[src/wes_pkg.sv]
// Shared types, constants and op-sequencing functions for the wave stencil block.
package wes_pkg;

	localparam int POINTS_MAX  = 1024;
	localparam int SAMPLE_BITS = 24;
	localparam int IDX_W       = $clog2(POINTS_MAX);
	localparam int MODE_W      = 2;
	localparam int COURANT_W   = 17;
	localparam int TAU_W       = 16;
	localparam int CFG_W       = 17;
	localparam int CFG_IDX_W   = 2;
	localparam int STEP_W      = 3;
	localparam int EMIT_W      = 2;
	// operand width: holds a three-point Laplacian and the interim flux
	localparam int D_W         = SAMPLE_BITS + 3;
	localparam int PROD_W      = COURANT_W + 1 + D_W;
	localparam int ACC_W       = PROD_W + 1;

	typedef logic signed [SAMPLE_BITS-1:0] sample_t;
	typedef logic signed [D_W-1:0]         oper_t;
	typedef logic signed [ACC_W-1:0]       acc_t;

	typedef struct packed {
		sample_t r;
		sample_t s;
		sample_t u;
	} point_t;

	typedef struct packed {
		sample_t r_in;
		sample_t s_in;
		sample_t u_in;
		logic    row_end;
	} wes_item_t;

	typedef struct packed {
		logic [IDX_W-1:0] point_index;
		sample_t          r_out;
		sample_t          s_out;
		sample_t          u_out;
		logic             row_done;
	} wes_result_t;

	// scheme select; the unused code runs Lax-Wendroff
	localparam logic [MODE_W-1:0] MODE_FTCS = 2'd0;
	localparam logic [MODE_W-1:0] MODE_LXF  = 2'd1;
	localparam logic [MODE_W-1:0] MODE_LW   = 2'd2;

	localparam logic [CFG_IDX_W-1:0] CFG_MODE    = 2'd0;
	localparam logic [CFG_IDX_W-1:0] CFG_COURANT = 2'd1;
	localparam logic [CFG_IDX_W-1:0] CFG_TAU     = 2'd2;

	localparam logic [MODE_W-1:0]    MODE_RESET    = MODE_LW;
	localparam logic [COURANT_W-1:0] COURANT_RESET = 17'd65536;
	localparam logic [TAU_W-1:0]     TAU_RESET     = 16'd66;

	typedef enum logic [3:0] {
		OP_R_FT,
		OP_S_FT,
		OP_R_LF,
		OP_S_LF,
		OP_U_FL,
		OP_IR,
		OP_R_LW,
		OP_IS,
		OP_S_LW,
		OP_U_LW
	} wes_op_t;

	typedef enum logic [2:0] {
		ST_IDLE,
		ST_ISSUE,
		ST_WAIT,
		ST_PUSH,
		ST_DONE
	} wes_state_t;

	typedef struct packed {
		wes_op_t              op;
		point_t               left;
		point_t               center;
		point_t               right;
		logic [COURANT_W-1:0] courant;
		logic [TAU_W-1:0]     tau;
		oper_t                aux;
	} wes_issue_t;

	typedef struct packed {
		logic    valid;
		wes_op_t op;
		oper_t   value;
	} wes_ret_t;

	function automatic logic is_ftcs_lxf(input logic [MODE_W-1:0] mode);
		return (mode == MODE_FTCS) || (mode == MODE_LXF);
	endfunction

	function automatic wes_op_t op_at(input logic [MODE_W-1:0] mode,
			input logic [STEP_W-1:0] step);
		wes_op_t op;
		op = OP_U_LW;
		case (mode)
			MODE_FTCS: begin
				case (step)
					3'd0:    op = OP_R_FT;
					3'd1:    op = OP_S_FT;
					default: op = OP_U_FL;
				endcase
			end
			MODE_LXF: begin
				case (step)
					3'd0:    op = OP_R_LF;
					3'd1:    op = OP_S_LF;
					default: op = OP_U_FL;
				endcase
			end
			default: begin
				case (step)
					3'd0:    op = OP_IR;
					3'd1:    op = OP_R_LW;
					3'd2:    op = OP_IS;
					3'd3:    op = OP_S_LW;
					default: op = OP_U_LW;
				endcase
			end
		endcase
		return op;
	endfunction

	function automatic logic last_step(input logic [MODE_W-1:0] mode,
			input logic [STEP_W-1:0] step);
		return is_ftcs_lxf(mode) ? (step == 3'd2) : (step == 3'd4);
	endfunction

endpackage

[src/wes_alu.sv]
// Shared multiply / round / saturate unit, three register stages per op.
module wes_alu (
	input  logic               clk,
	input  logic               arst_n,
	input  logic               start,
	input  wes_pkg::wes_issue_t issue,
	output wes_pkg::wes_ret_t  ret
);

	localparam wes_pkg::acc_t SAT_HI =
		wes_pkg::acc_t'((64'sd1 <<< (wes_pkg::SAMPLE_BITS - 1)) - 64'sd1);
	localparam wes_pkg::acc_t SAT_LO = -SAT_HI - wes_pkg::acc_t'(1);
	localparam wes_pkg::acc_t RND_16 = wes_pkg::acc_t'(64'sd1 <<< 15);
	localparam wes_pkg::acc_t RND_17 = wes_pkg::acc_t'(64'sd1 <<< 16);

	// operand selection
	logic [wes_pkg::COURANT_W-1:0] m_d;
	wes_pkg::oper_t                d_d;
	wes_pkg::oper_t                x_d;
	wes_pkg::sample_t              base_d;

	wes_pkg::oper_t lr, cr, rr, ls, cs, rs;

	logic                          valid_s1;
	wes_pkg::wes_op_t              op_s1;
	logic [wes_pkg::COURANT_W-1:0] m_s1;
	wes_pkg::oper_t                d_s1;
	wes_pkg::oper_t                x_s1;
	wes_pkg::sample_t              base_s1;

	logic                                  valid_s2;
	wes_pkg::wes_op_t                      op_s2;
	logic signed [wes_pkg::PROD_W-1:0]     prod_s2;
	wes_pkg::oper_t                        x_s2;
	wes_pkg::sample_t                      base_s2;

	logic           k16;
	logic           sat_en;
	wes_pkg::acc_t  acc;
	wes_pkg::acc_t  shifted;
	wes_pkg::acc_t  sum;
	wes_pkg::oper_t value_d;

	logic             ret_valid_q;
	wes_pkg::wes_op_t ret_op_q;
	wes_pkg::oper_t   ret_value_q;

	assign lr = wes_pkg::oper_t'(issue.left.r);
	assign cr = wes_pkg::oper_t'(issue.center.r);
	assign rr = wes_pkg::oper_t'(issue.right.r);
	assign ls = wes_pkg::oper_t'(issue.left.s);
	assign cs = wes_pkg::oper_t'(issue.center.s);
	assign rs = wes_pkg::oper_t'(issue.right.s);

	always_comb begin
		m_d    = issue.courant;
		d_d    = '0;
		x_d    = '0;
		base_d = '0;
		case (issue.op)
			wes_pkg::OP_R_FT: begin
				d_d    = rs - ls;
				base_d = issue.center.r;
			end
			wes_pkg::OP_S_FT: begin
				d_d    = rr - lr;
				base_d = issue.center.s;
			end
			wes_pkg::OP_R_LF: begin
				d_d = rs - ls;
				x_d = rr + lr;
			end
			wes_pkg::OP_S_LF: begin
				d_d = rr - lr;
				x_d = rs + ls;
			end
			wes_pkg::OP_U_FL: begin
				m_d    = {1'b0, issue.tau};
				d_d    = cs;
				base_d = issue.center.u;
			end
			wes_pkg::OP_IR: begin
				d_d = rr + lr - (cr <<< 1);
				x_d = rs - ls;
			end
			wes_pkg::OP_R_LW: begin
				d_d    = issue.aux;
				base_d = issue.center.r;
			end
			wes_pkg::OP_IS: begin
				d_d = rs + ls - (cs <<< 1);
				x_d = rr - lr;
			end
			wes_pkg::OP_S_LW: begin
				d_d    = issue.aux;
				base_d = issue.center.s;
			end
			wes_pkg::OP_U_LW: begin
				m_d    = {1'b0, issue.tau};
				d_d    = cs + issue.aux;
				base_d = issue.center.u;
			end
			default: begin
				d_d = '0;
			end
		endcase
	end

	always_ff @(posedge clk or negedge arst_n) begin
		if (!arst_n) begin
			valid_s1 <= 1'b0;
			valid_s2 <= 1'b0;
		end else begin
			valid_s1 <= start;
			valid_s2 <= valid_s1;
		end
	end

	always_ff @(posedge clk) begin
		op_s1   <= issue.op;
		m_s1    <= m_d;
		d_s1    <= d_d;
		x_s1    <= x_d;
		base_s1 <= base_d;
		op_s2   <= op_s1;
		prod_s2 <= $signed({1'b0, m_s1}) * d_s1;
		x_s2    <= x_s1;
		base_s2 <= base_s1;
	end

	// round half up by floor shift, add the center term, then clamp all but the interim fluxes
	always_comb begin
		k16 = (op_s2 == wes_pkg::OP_U_FL) || (op_s2 == wes_pkg::OP_R_LW) ||
			(op_s2 == wes_pkg::OP_S_LW);
		sat_en = (op_s2 != wes_pkg::OP_IR) && (op_s2 != wes_pkg::OP_IS);
		acc = wes_pkg::acc_t'(prod_s2) + (wes_pkg::acc_t'(x_s2) <<< 16) +
			(k16 ? RND_16 : RND_17);
		shifted = k16 ? (acc >>> 16) : (acc >>> 17);
		sum     = shifted + wes_pkg::acc_t'(base_s2);
		if (!sat_en) begin
			value_d = wes_pkg::oper_t'(sum);
		end else if (sum > SAT_HI) begin
			value_d = wes_pkg::oper_t'(SAT_HI);
		end else if (sum < SAT_LO) begin
			value_d = wes_pkg::oper_t'(SAT_LO);
		end else begin
			value_d = wes_pkg::oper_t'(sum);
		end
	end

	always_ff @(posedge clk or negedge arst_n) begin
		if (!arst_n) begin
			ret_valid_q <= 1'b0;
		end else begin
			ret_valid_q <= valid_s2;
		end
	end

	always_ff @(posedge clk) begin
		ret_op_q    <= op_s2;
		ret_value_q <= value_d;
	end

	assign ret = '{valid: ret_valid_q, op: ret_op_q, value: ret_value_q};

endmodule

[src/wave_equation_stencil_step.sv]
// Top level: periodic 1D wave stencil step with a sequencer over one shared multiply unit.
// Each op passes through the shared unit in turn; a result word takes 3 ops (FTCS, Lax-Friedrichs)
// or 5 ops (Lax-Wendroff), then the output register loads once it is free.
// An item gives 0 to 3 result words, worked one after another; no new item is taken
// until all of them are out.
// Reset clears the row state to zero, point count to 0, and loads scheme Lax-Wendroff,
// courant 1.0 and time step 66; no clearing pass.
module wave_equation_stencil_step (
	input  logic                            clk,
	input  logic                            arst_n,
	input  logic                            item_valid,
	output logic                            item_ready,
	input  wes_pkg::wes_item_t              item,
	output logic                            result_valid,
	input  logic                            result_ready,
	output wes_pkg::wes_result_t            result,
	input  logic                            cfg_valid,
	output logic                            cfg_ready,
	input  logic [wes_pkg::CFG_IDX_W-1:0]   cfg_index,
	input  logic [wes_pkg::CFG_W-1:0]       cfg_data
);

	// configuration
	logic [wes_pkg::MODE_W-1:0]    mode_q;
	logic [wes_pkg::COURANT_W-1:0] courant_q;
	logic [wes_pkg::TAU_W-1:0]     tau_q;

	// row state: points 0 and 1, sliding window of k-2 and k-1
	wes_pkg::point_t           first_q, second_q, older_q, prev_q;
	logic [wes_pkg::IDX_W-1:0] count_q;

	// item under work
	wes_pkg::point_t            cur_q;
	logic                       last_q;
	logic [wes_pkg::EMIT_W-1:0] n_emit_q;
	logic [wes_pkg::EMIT_W-1:0] emit_q;
	logic [wes_pkg::STEP_W-1:0] step_q;

	// per-word results collected from the shared unit
	wes_pkg::sample_t r_q, s_q, u_q;
	wes_pkg::oper_t   aux_q;

	wes_pkg::wes_result_t out_q;
	logic                 out_valid_q;

	wes_pkg::wes_state_t state_q, state_d;

	logic                       accept;
	logic                       item_last;
	logic [wes_pkg::EMIT_W-1:0] item_n_emit;
	logic                       issue_start;
	logic                       push_load;
	logic                       final_emit;
	wes_pkg::wes_issue_t        issue;
	wes_pkg::wes_ret_t          ret;

	wes_pkg::point_t           nb_left, nb_center, nb_right;
	logic [wes_pkg::IDX_W-1:0] nb_index;
	logic                      nb_done;

	assign cfg_ready = 1'b1;

	always_ff @(posedge clk or negedge arst_n) begin
		if (!arst_n) begin
			mode_q    <= wes_pkg::MODE_RESET;
			courant_q <= wes_pkg::COURANT_RESET;
			tau_q     <= wes_pkg::TAU_RESET;
		end else if (cfg_valid) begin
			case (cfg_index)
				wes_pkg::CFG_MODE:    mode_q    <= cfg_data[wes_pkg::MODE_W-1:0];
				wes_pkg::CFG_COURANT: courant_q <= cfg_data[wes_pkg::COURANT_W-1:0];
				wes_pkg::CFG_TAU:     tau_q     <= cfg_data[wes_pkg::TAU_W-1:0];
				default:              ; // drop writes to unknown registers
			endcase
		end
	end

	// A point ends the row on its flag or when the index space is used up.
	// Results released: point 0 alone gives its own wrapped result only on a
	// one-point row, point 1 gives two on a two-point row, later points give
	// one, and the row's last point gives three.
	assign accept    = item_valid && item_ready;
	assign item_last = item.row_end ||
		(count_q == wes_pkg::IDX_W'(wes_pkg::POINTS_MAX - 1));

	always_comb begin
		case (count_q)
			wes_pkg::IDX_W'(0): item_n_emit = item_last ? 2'd1 : 2'd0;
			wes_pkg::IDX_W'(1): item_n_emit = item_last ? 2'd2 : 2'd0;
			default:            item_n_emit = item_last ? 2'd3 : 2'd1;
		endcase
	end

	// Neighbors of the word in progress. The ring wraps through points 0
	// and 1; the word for point 0 always goes out last and flags the row end.
	always_comb begin
		nb_left   = cur_q;
		nb_center = cur_q;
		nb_right  = cur_q;
		nb_index  = '0;
		nb_done   = 1'b1;
		case (count_q)
			wes_pkg::IDX_W'(0): begin
				nb_done = 1'b1;
			end
			wes_pkg::IDX_W'(1): begin
				if (emit_q == 2'd0) begin
					nb_left   = first_q;
					nb_center = cur_q;
					nb_right  = first_q;
					nb_index  = wes_pkg::IDX_W'(1);
					nb_done   = 1'b0;
				end else begin
					nb_left   = cur_q;
					nb_center = first_q;
					nb_right  = cur_q;
				end
			end
			default: begin
				case (emit_q)
					2'd0: begin
						nb_left   = older_q;
						nb_center = prev_q;
						nb_right  = cur_q;
						nb_index  = count_q - wes_pkg::IDX_W'(1);
						nb_done   = 1'b0;
					end
					2'd1: begin
						nb_left   = prev_q;
						nb_center = cur_q;
						nb_right  = first_q;
						nb_index  = count_q;
						nb_done   = 1'b0;
					end
					default: begin
						nb_left   = cur_q;
						nb_center = first_q;
						nb_right  = second_q;
					end
				endcase
			end
		endcase
	end

	assign issue.op      = wes_pkg::op_at(mode_q, step_q);
	assign issue.left    = nb_left;
	assign issue.center  = nb_center;
	assign issue.right   = nb_right;
	assign issue.courant = courant_q;
	assign issue.tau     = tau_q;
	assign issue.aux     = aux_q;

	wes_alu u_alu (
		.clk    (clk),
		.arst_n (arst_n),
		.start  (issue_start),
		.issue  (issue),
		.ret    (ret)
	);

	assign final_emit = (emit_q == n_emit_q - 2'd1);

	// next state
	always_comb begin
		state_d = state_q;
		case (state_q)
			wes_pkg::ST_IDLE: begin
				if (accept) begin
					state_d = (item_n_emit != 2'd0) ? wes_pkg::ST_ISSUE : wes_pkg::ST_DONE;
				end
			end
			wes_pkg::ST_ISSUE: begin
				state_d = wes_pkg::ST_WAIT;
			end
			wes_pkg::ST_WAIT: begin
				if (ret.valid) begin
					state_d = wes_pkg::last_step(mode_q, step_q) ? wes_pkg::ST_PUSH :
						wes_pkg::ST_ISSUE;
				end
			end
			wes_pkg::ST_PUSH: begin
				if (!out_valid_q || result_ready) begin
					state_d = final_emit ? wes_pkg::ST_DONE : wes_pkg::ST_ISSUE;
				end
			end
			wes_pkg::ST_DONE: begin
				state_d = wes_pkg::ST_IDLE;
			end
			default: begin
				state_d = wes_pkg::ST_IDLE;
			end
		endcase
	end

	// state outputs
	always_comb begin
		item_ready  = 1'b0;
		issue_start = 1'b0;
		push_load   = 1'b0;
		case (state_q)
			wes_pkg::ST_IDLE:  item_ready  = 1'b1;
			wes_pkg::ST_ISSUE: issue_start = 1'b1;
			wes_pkg::ST_PUSH:  push_load   = !out_valid_q || result_ready;
			default:           item_ready  = 1'b0;
		endcase
	end

	always_ff @(posedge clk or negedge arst_n) begin
		if (!arst_n) begin
			state_q     <= wes_pkg::ST_IDLE;
			out_valid_q <= 1'b0;
			count_q     <= '0;
			emit_q      <= '0;
			step_q      <= '0;
			first_q     <= '0;
			second_q    <= '0;
			older_q     <= '0;
			prev_q      <= '0;
		end else begin
			state_q <= state_d;

			// hold the output word until taken; reload it straight away if free
			if (push_load) begin
				out_valid_q <= 1'b1;
			end else if (result_ready) begin
				out_valid_q <= 1'b0;
			end

			if (accept) begin
				emit_q <= '0;
				step_q <= '0;
			end
			if (state_q == wes_pkg::ST_WAIT && ret.valid &&
					!wes_pkg::last_step(mode_q, step_q)) begin
				step_q <= step_q + 3'd1;
			end
			if (push_load) begin
				step_q <= '0;
				emit_q <= emit_q + 2'd1;
			end

			// advance the window once all words of the point are out
			if (state_q == wes_pkg::ST_DONE) begin
				case (count_q)
					wes_pkg::IDX_W'(0): begin
						first_q <= cur_q;
						prev_q  <= cur_q;
					end
					wes_pkg::IDX_W'(1): begin
						second_q <= cur_q;
						older_q  <= prev_q;
						prev_q   <= cur_q;
					end
					default: begin
						older_q <= prev_q;
						prev_q  <= cur_q;
					end
				endcase
				count_q <= last_q ? '0 : count_q + wes_pkg::IDX_W'(1);
			end
		end
	end

	always_ff @(posedge clk) begin
		if (accept) begin
			cur_q.r  <= item.r_in;
			cur_q.s  <= item.s_in;
			cur_q.u  <= item.u_in;
			last_q   <= item_last;
			n_emit_q <= item_n_emit;
		end
		// every return feeds the next op; the interim fluxes and s' travel in aux
		if (ret.valid) begin
			aux_q <= ret.value;
			case (ret.op)
				wes_pkg::OP_R_FT,
				wes_pkg::OP_R_LF,
				wes_pkg::OP_R_LW: r_q <= ret.value[wes_pkg::SAMPLE_BITS-1:0];
				wes_pkg::OP_S_FT,
				wes_pkg::OP_S_LF,
				wes_pkg::OP_S_LW: s_q <= ret.value[wes_pkg::SAMPLE_BITS-1:0];
				wes_pkg::OP_U_FL,
				wes_pkg::OP_U_LW: u_q <= ret.value[wes_pkg::SAMPLE_BITS-1:0];
				default:          ; // interim flux only
			endcase
		end
		if (push_load) begin
			out_q.point_index <= nb_index;
			out_q.r_out       <= r_q;
			out_q.s_out       <= s_q;
			out_q.u_out       <= u_q;
			out_q.row_done    <= nb_done;
		end
	end

	assign result_valid = out_valid_q;
	assign result       = out_q;

endmodule

[config.mk]
export PLATFORM = sky130hd
export DESIGN_NAME = wave_equation_stencil_step
export DESIGN_NICKNAME = d
export VERILOG_FILES = /design/src/wes_pkg.sv /design/src/wes_alu.sv /design/src/wave_equation_stencil_step.sv
export SDC_FILE = /design/constraint.sdc
export NUM_CORES = 2
export LEC_CHECK = 0
export BUFFER_PORTS_ARGS = -buffer_cell sky130_fd_sc_hd__buf_4
export CAP_MARGIN = 0
export CORE_ASPECT_RATIO = 1.4
export CORE_MARGIN = 2
export CORE_UTILIZATION = 65
export DETAILED_ROUTE_END_ITERATION = 8
export GPL_TIMING_DRIVEN = 0
export MAX_ROUTING_LAYER = met4
export PLACE_DENSITY_LB_ADDON = 0.1
export SYNTH_ARGS = -nofsm -noshare
export SYNTH_HDL_FRONTEND = slang
export SYNTH_HIERARCHICAL = 1
export SYNTH_SLANG_ARGS = --single-unit
export TNS_END_PERCENT = 1
[constraint.sdc]
create_clock -name clk -period 13.89 [get_ports clk]
set_input_delay 2.778 -clock clk [delete_from_list [all_inputs] [get_ports clk]]
set_output_delay 2.778 -clock clk [all_outputs]
set_load 0.01 [all_outputs]
==> run metrics <==
synthesized instance count=around 6100; Initial DRT Pass Iterations=9; period utilization=67.1%; DR vias=slightly below 50000; DRT Wirelength=215 mm; post-CTS resize count=0; max_cap viols=0; Syn. warnings=6; clk slew on worst S/H paths=around 70 ps; H-tree levels=3; height of the die=360 µm; critical path class=reg -> reg; critical path arrival=9920 ps; mean post-synth cell area=around 9.7 µm²; fmax=roughly 110 MHz; layout cell share with drive strength beyond 1=a little over a tenth; wire per inst=28.2 µm; Post CTS Setup Buffer Count=0; CTS Hold Buffers Added=0; Setup crit start kind=flip-flop; CP Capture Type=flip-flop; Final Max Slew Viols=0; I/O Buffers=between 150 and 200; initial drt markers=roughly 5200; gpl congestion=roughly 1.1; first-pass GRT wire length=317 mm; Placeable Area=roughly 0.090 mm²; Setup violations, final=0; die area=0.0931 mm²; crit-path max FO=10; failing checks=DRC; RSZ-0062 raised after global routing=no; critical path's slowest cell=nor2_1; Clock Tree Root=clkbuf_16; via count of the first global-routing pass=between 50000 and 60000; setup TNS=0 ps; clock sink count=approximately 770; Starting Density=between 60% and 70%; Tmin final=between 9000 and 10000 ps; CTS tree=done; grt ovf=0; Most common cell on crit path=a21o_1; Post-route DRC=5; Worst Skew=about 70 ps; Worst Reg-to-Reg Cells=28; IO Pins=between 150 and 200; Slew @ Worst Pin=1470 ps; Synth Cell Area=0.0589 mm²; Rel. slew slack=2.15%; utilization after layout=a little under three quarters; Syn Nets=about 7000; critical path's largest stage delay=840 ps; initial antenna violation count=7; global-route usage over all layers=between 40% and 50%; CTS buffer count=between 70 and 80; Vias/cell=between 6 and 7; most common cell after layout, fill and taps aside=nand2_1; HP Class=reg -> reg; DRT antenna net count=0; largest net degree at the start of global routing=around 120; nets=7271; maximum clock path buffer count=3; dpl hpwl=approximately 170 mm; die width=roughly 260 µm; most frequent cells in the layout=826 x nand2_1, 697 x inv_1, 454 x fa_1, 374 x ha_1, 346 x clkbuf_1; fill count=~6500; clk_lat worst skew=730 ps; status=finished, violations left; Worst Hold Depth=0; reg2reg setup slack=around 4600 ps; Critical Path RT=around 14000 ps; Row Count=130; P&R area growth vs syn=9.70%; Final Hold Fails=0
## metal layers
metal / wire length (µm) / global-route usage (%) / vias up
met3: 17600 / 9.40 / 1163
li1: - / - / 21300
met4: 27000 / 46.5 / 0
met2: 104000 / 77.8 / 2994
met5: 0 / - / -
met1: 66300 / 46.7 / 24300
## final cells by class
cell class	instances	area [µm²]	share of cell area, %
diodes	7	17.5	0.0271
plain buffers	419	1780	2.76
clock buffers	104	2160	3.34
clock inverters	35	444	0.687
inverters	699	2620	4.06
multi-input cells	4188	35200	54.4
flip-flops and latches	765	19400	30.0
well taps	1188	1490	2.30
repair buffers	198	1570	2.43
## critical path: cells and delay by family, from the launching register on
| family | cells | cell delay [ps] |
|---|---|---|
| AO/OA/AOI/OAI | 13 | 3250 |
| XOR/XNOR | 1 | 400 |
| adder cells (fa/ha/maj) | 4 | 1590 |
| buffers and inverters | 4 | 1560 |
| flip-flops | 1 | 370 |
| multiplexers | 1 | 250 |
| AND/OR/NAND/NOR | 5 | 1750 |
## state kept, by name (all words and copies together), names as in the netlist, 25 cells and up
name and count:
cur_q 72, u_alu/x_s1 25, result 83, u_alu/prod_s2 30, aux_q 27, u_alu/ret_value_q 27
older_q 48, prev_q 72, second_q 48, u_alu/d_s1 27, first_q 72, u_alu/x_s2 25
## through the flow
step	hold slack (ps)	worst slack [ps]	instance area, µm²	std cells
4_1_cts	301	4820	64600	7596
5_1_grt	306	4200	64600	7602
3_3_place_gp	310	-3850	61800	7440
6_report	300	4570	64600	7603
3_5_place_dp	312	5000	62000	7457
2_1_floorplan	310	1910	58900	6071
## path summary, 6_finish.rpt
check                                  endpoint            from
max                        u_alu/ret_value_q[6]  u_alu/op_s2[2]
min                               u_alu/x_s2[4]   u_alu/x_s1[4]
max reg2reg                u_alu/ret_value_q[6]  u_alu/op_s2[2]
min reg2reg                       u_alu/x_s2[4]   u_alu/x_s1[4]
max in group asynchronous          second_q[45]          arst_n
min in group asynchronous            count_q[8]          arst_n
Power is left out: the tool's default activity adds up to more than one toggle a clock period on the data nets, which glitch-free logic cannot reach.
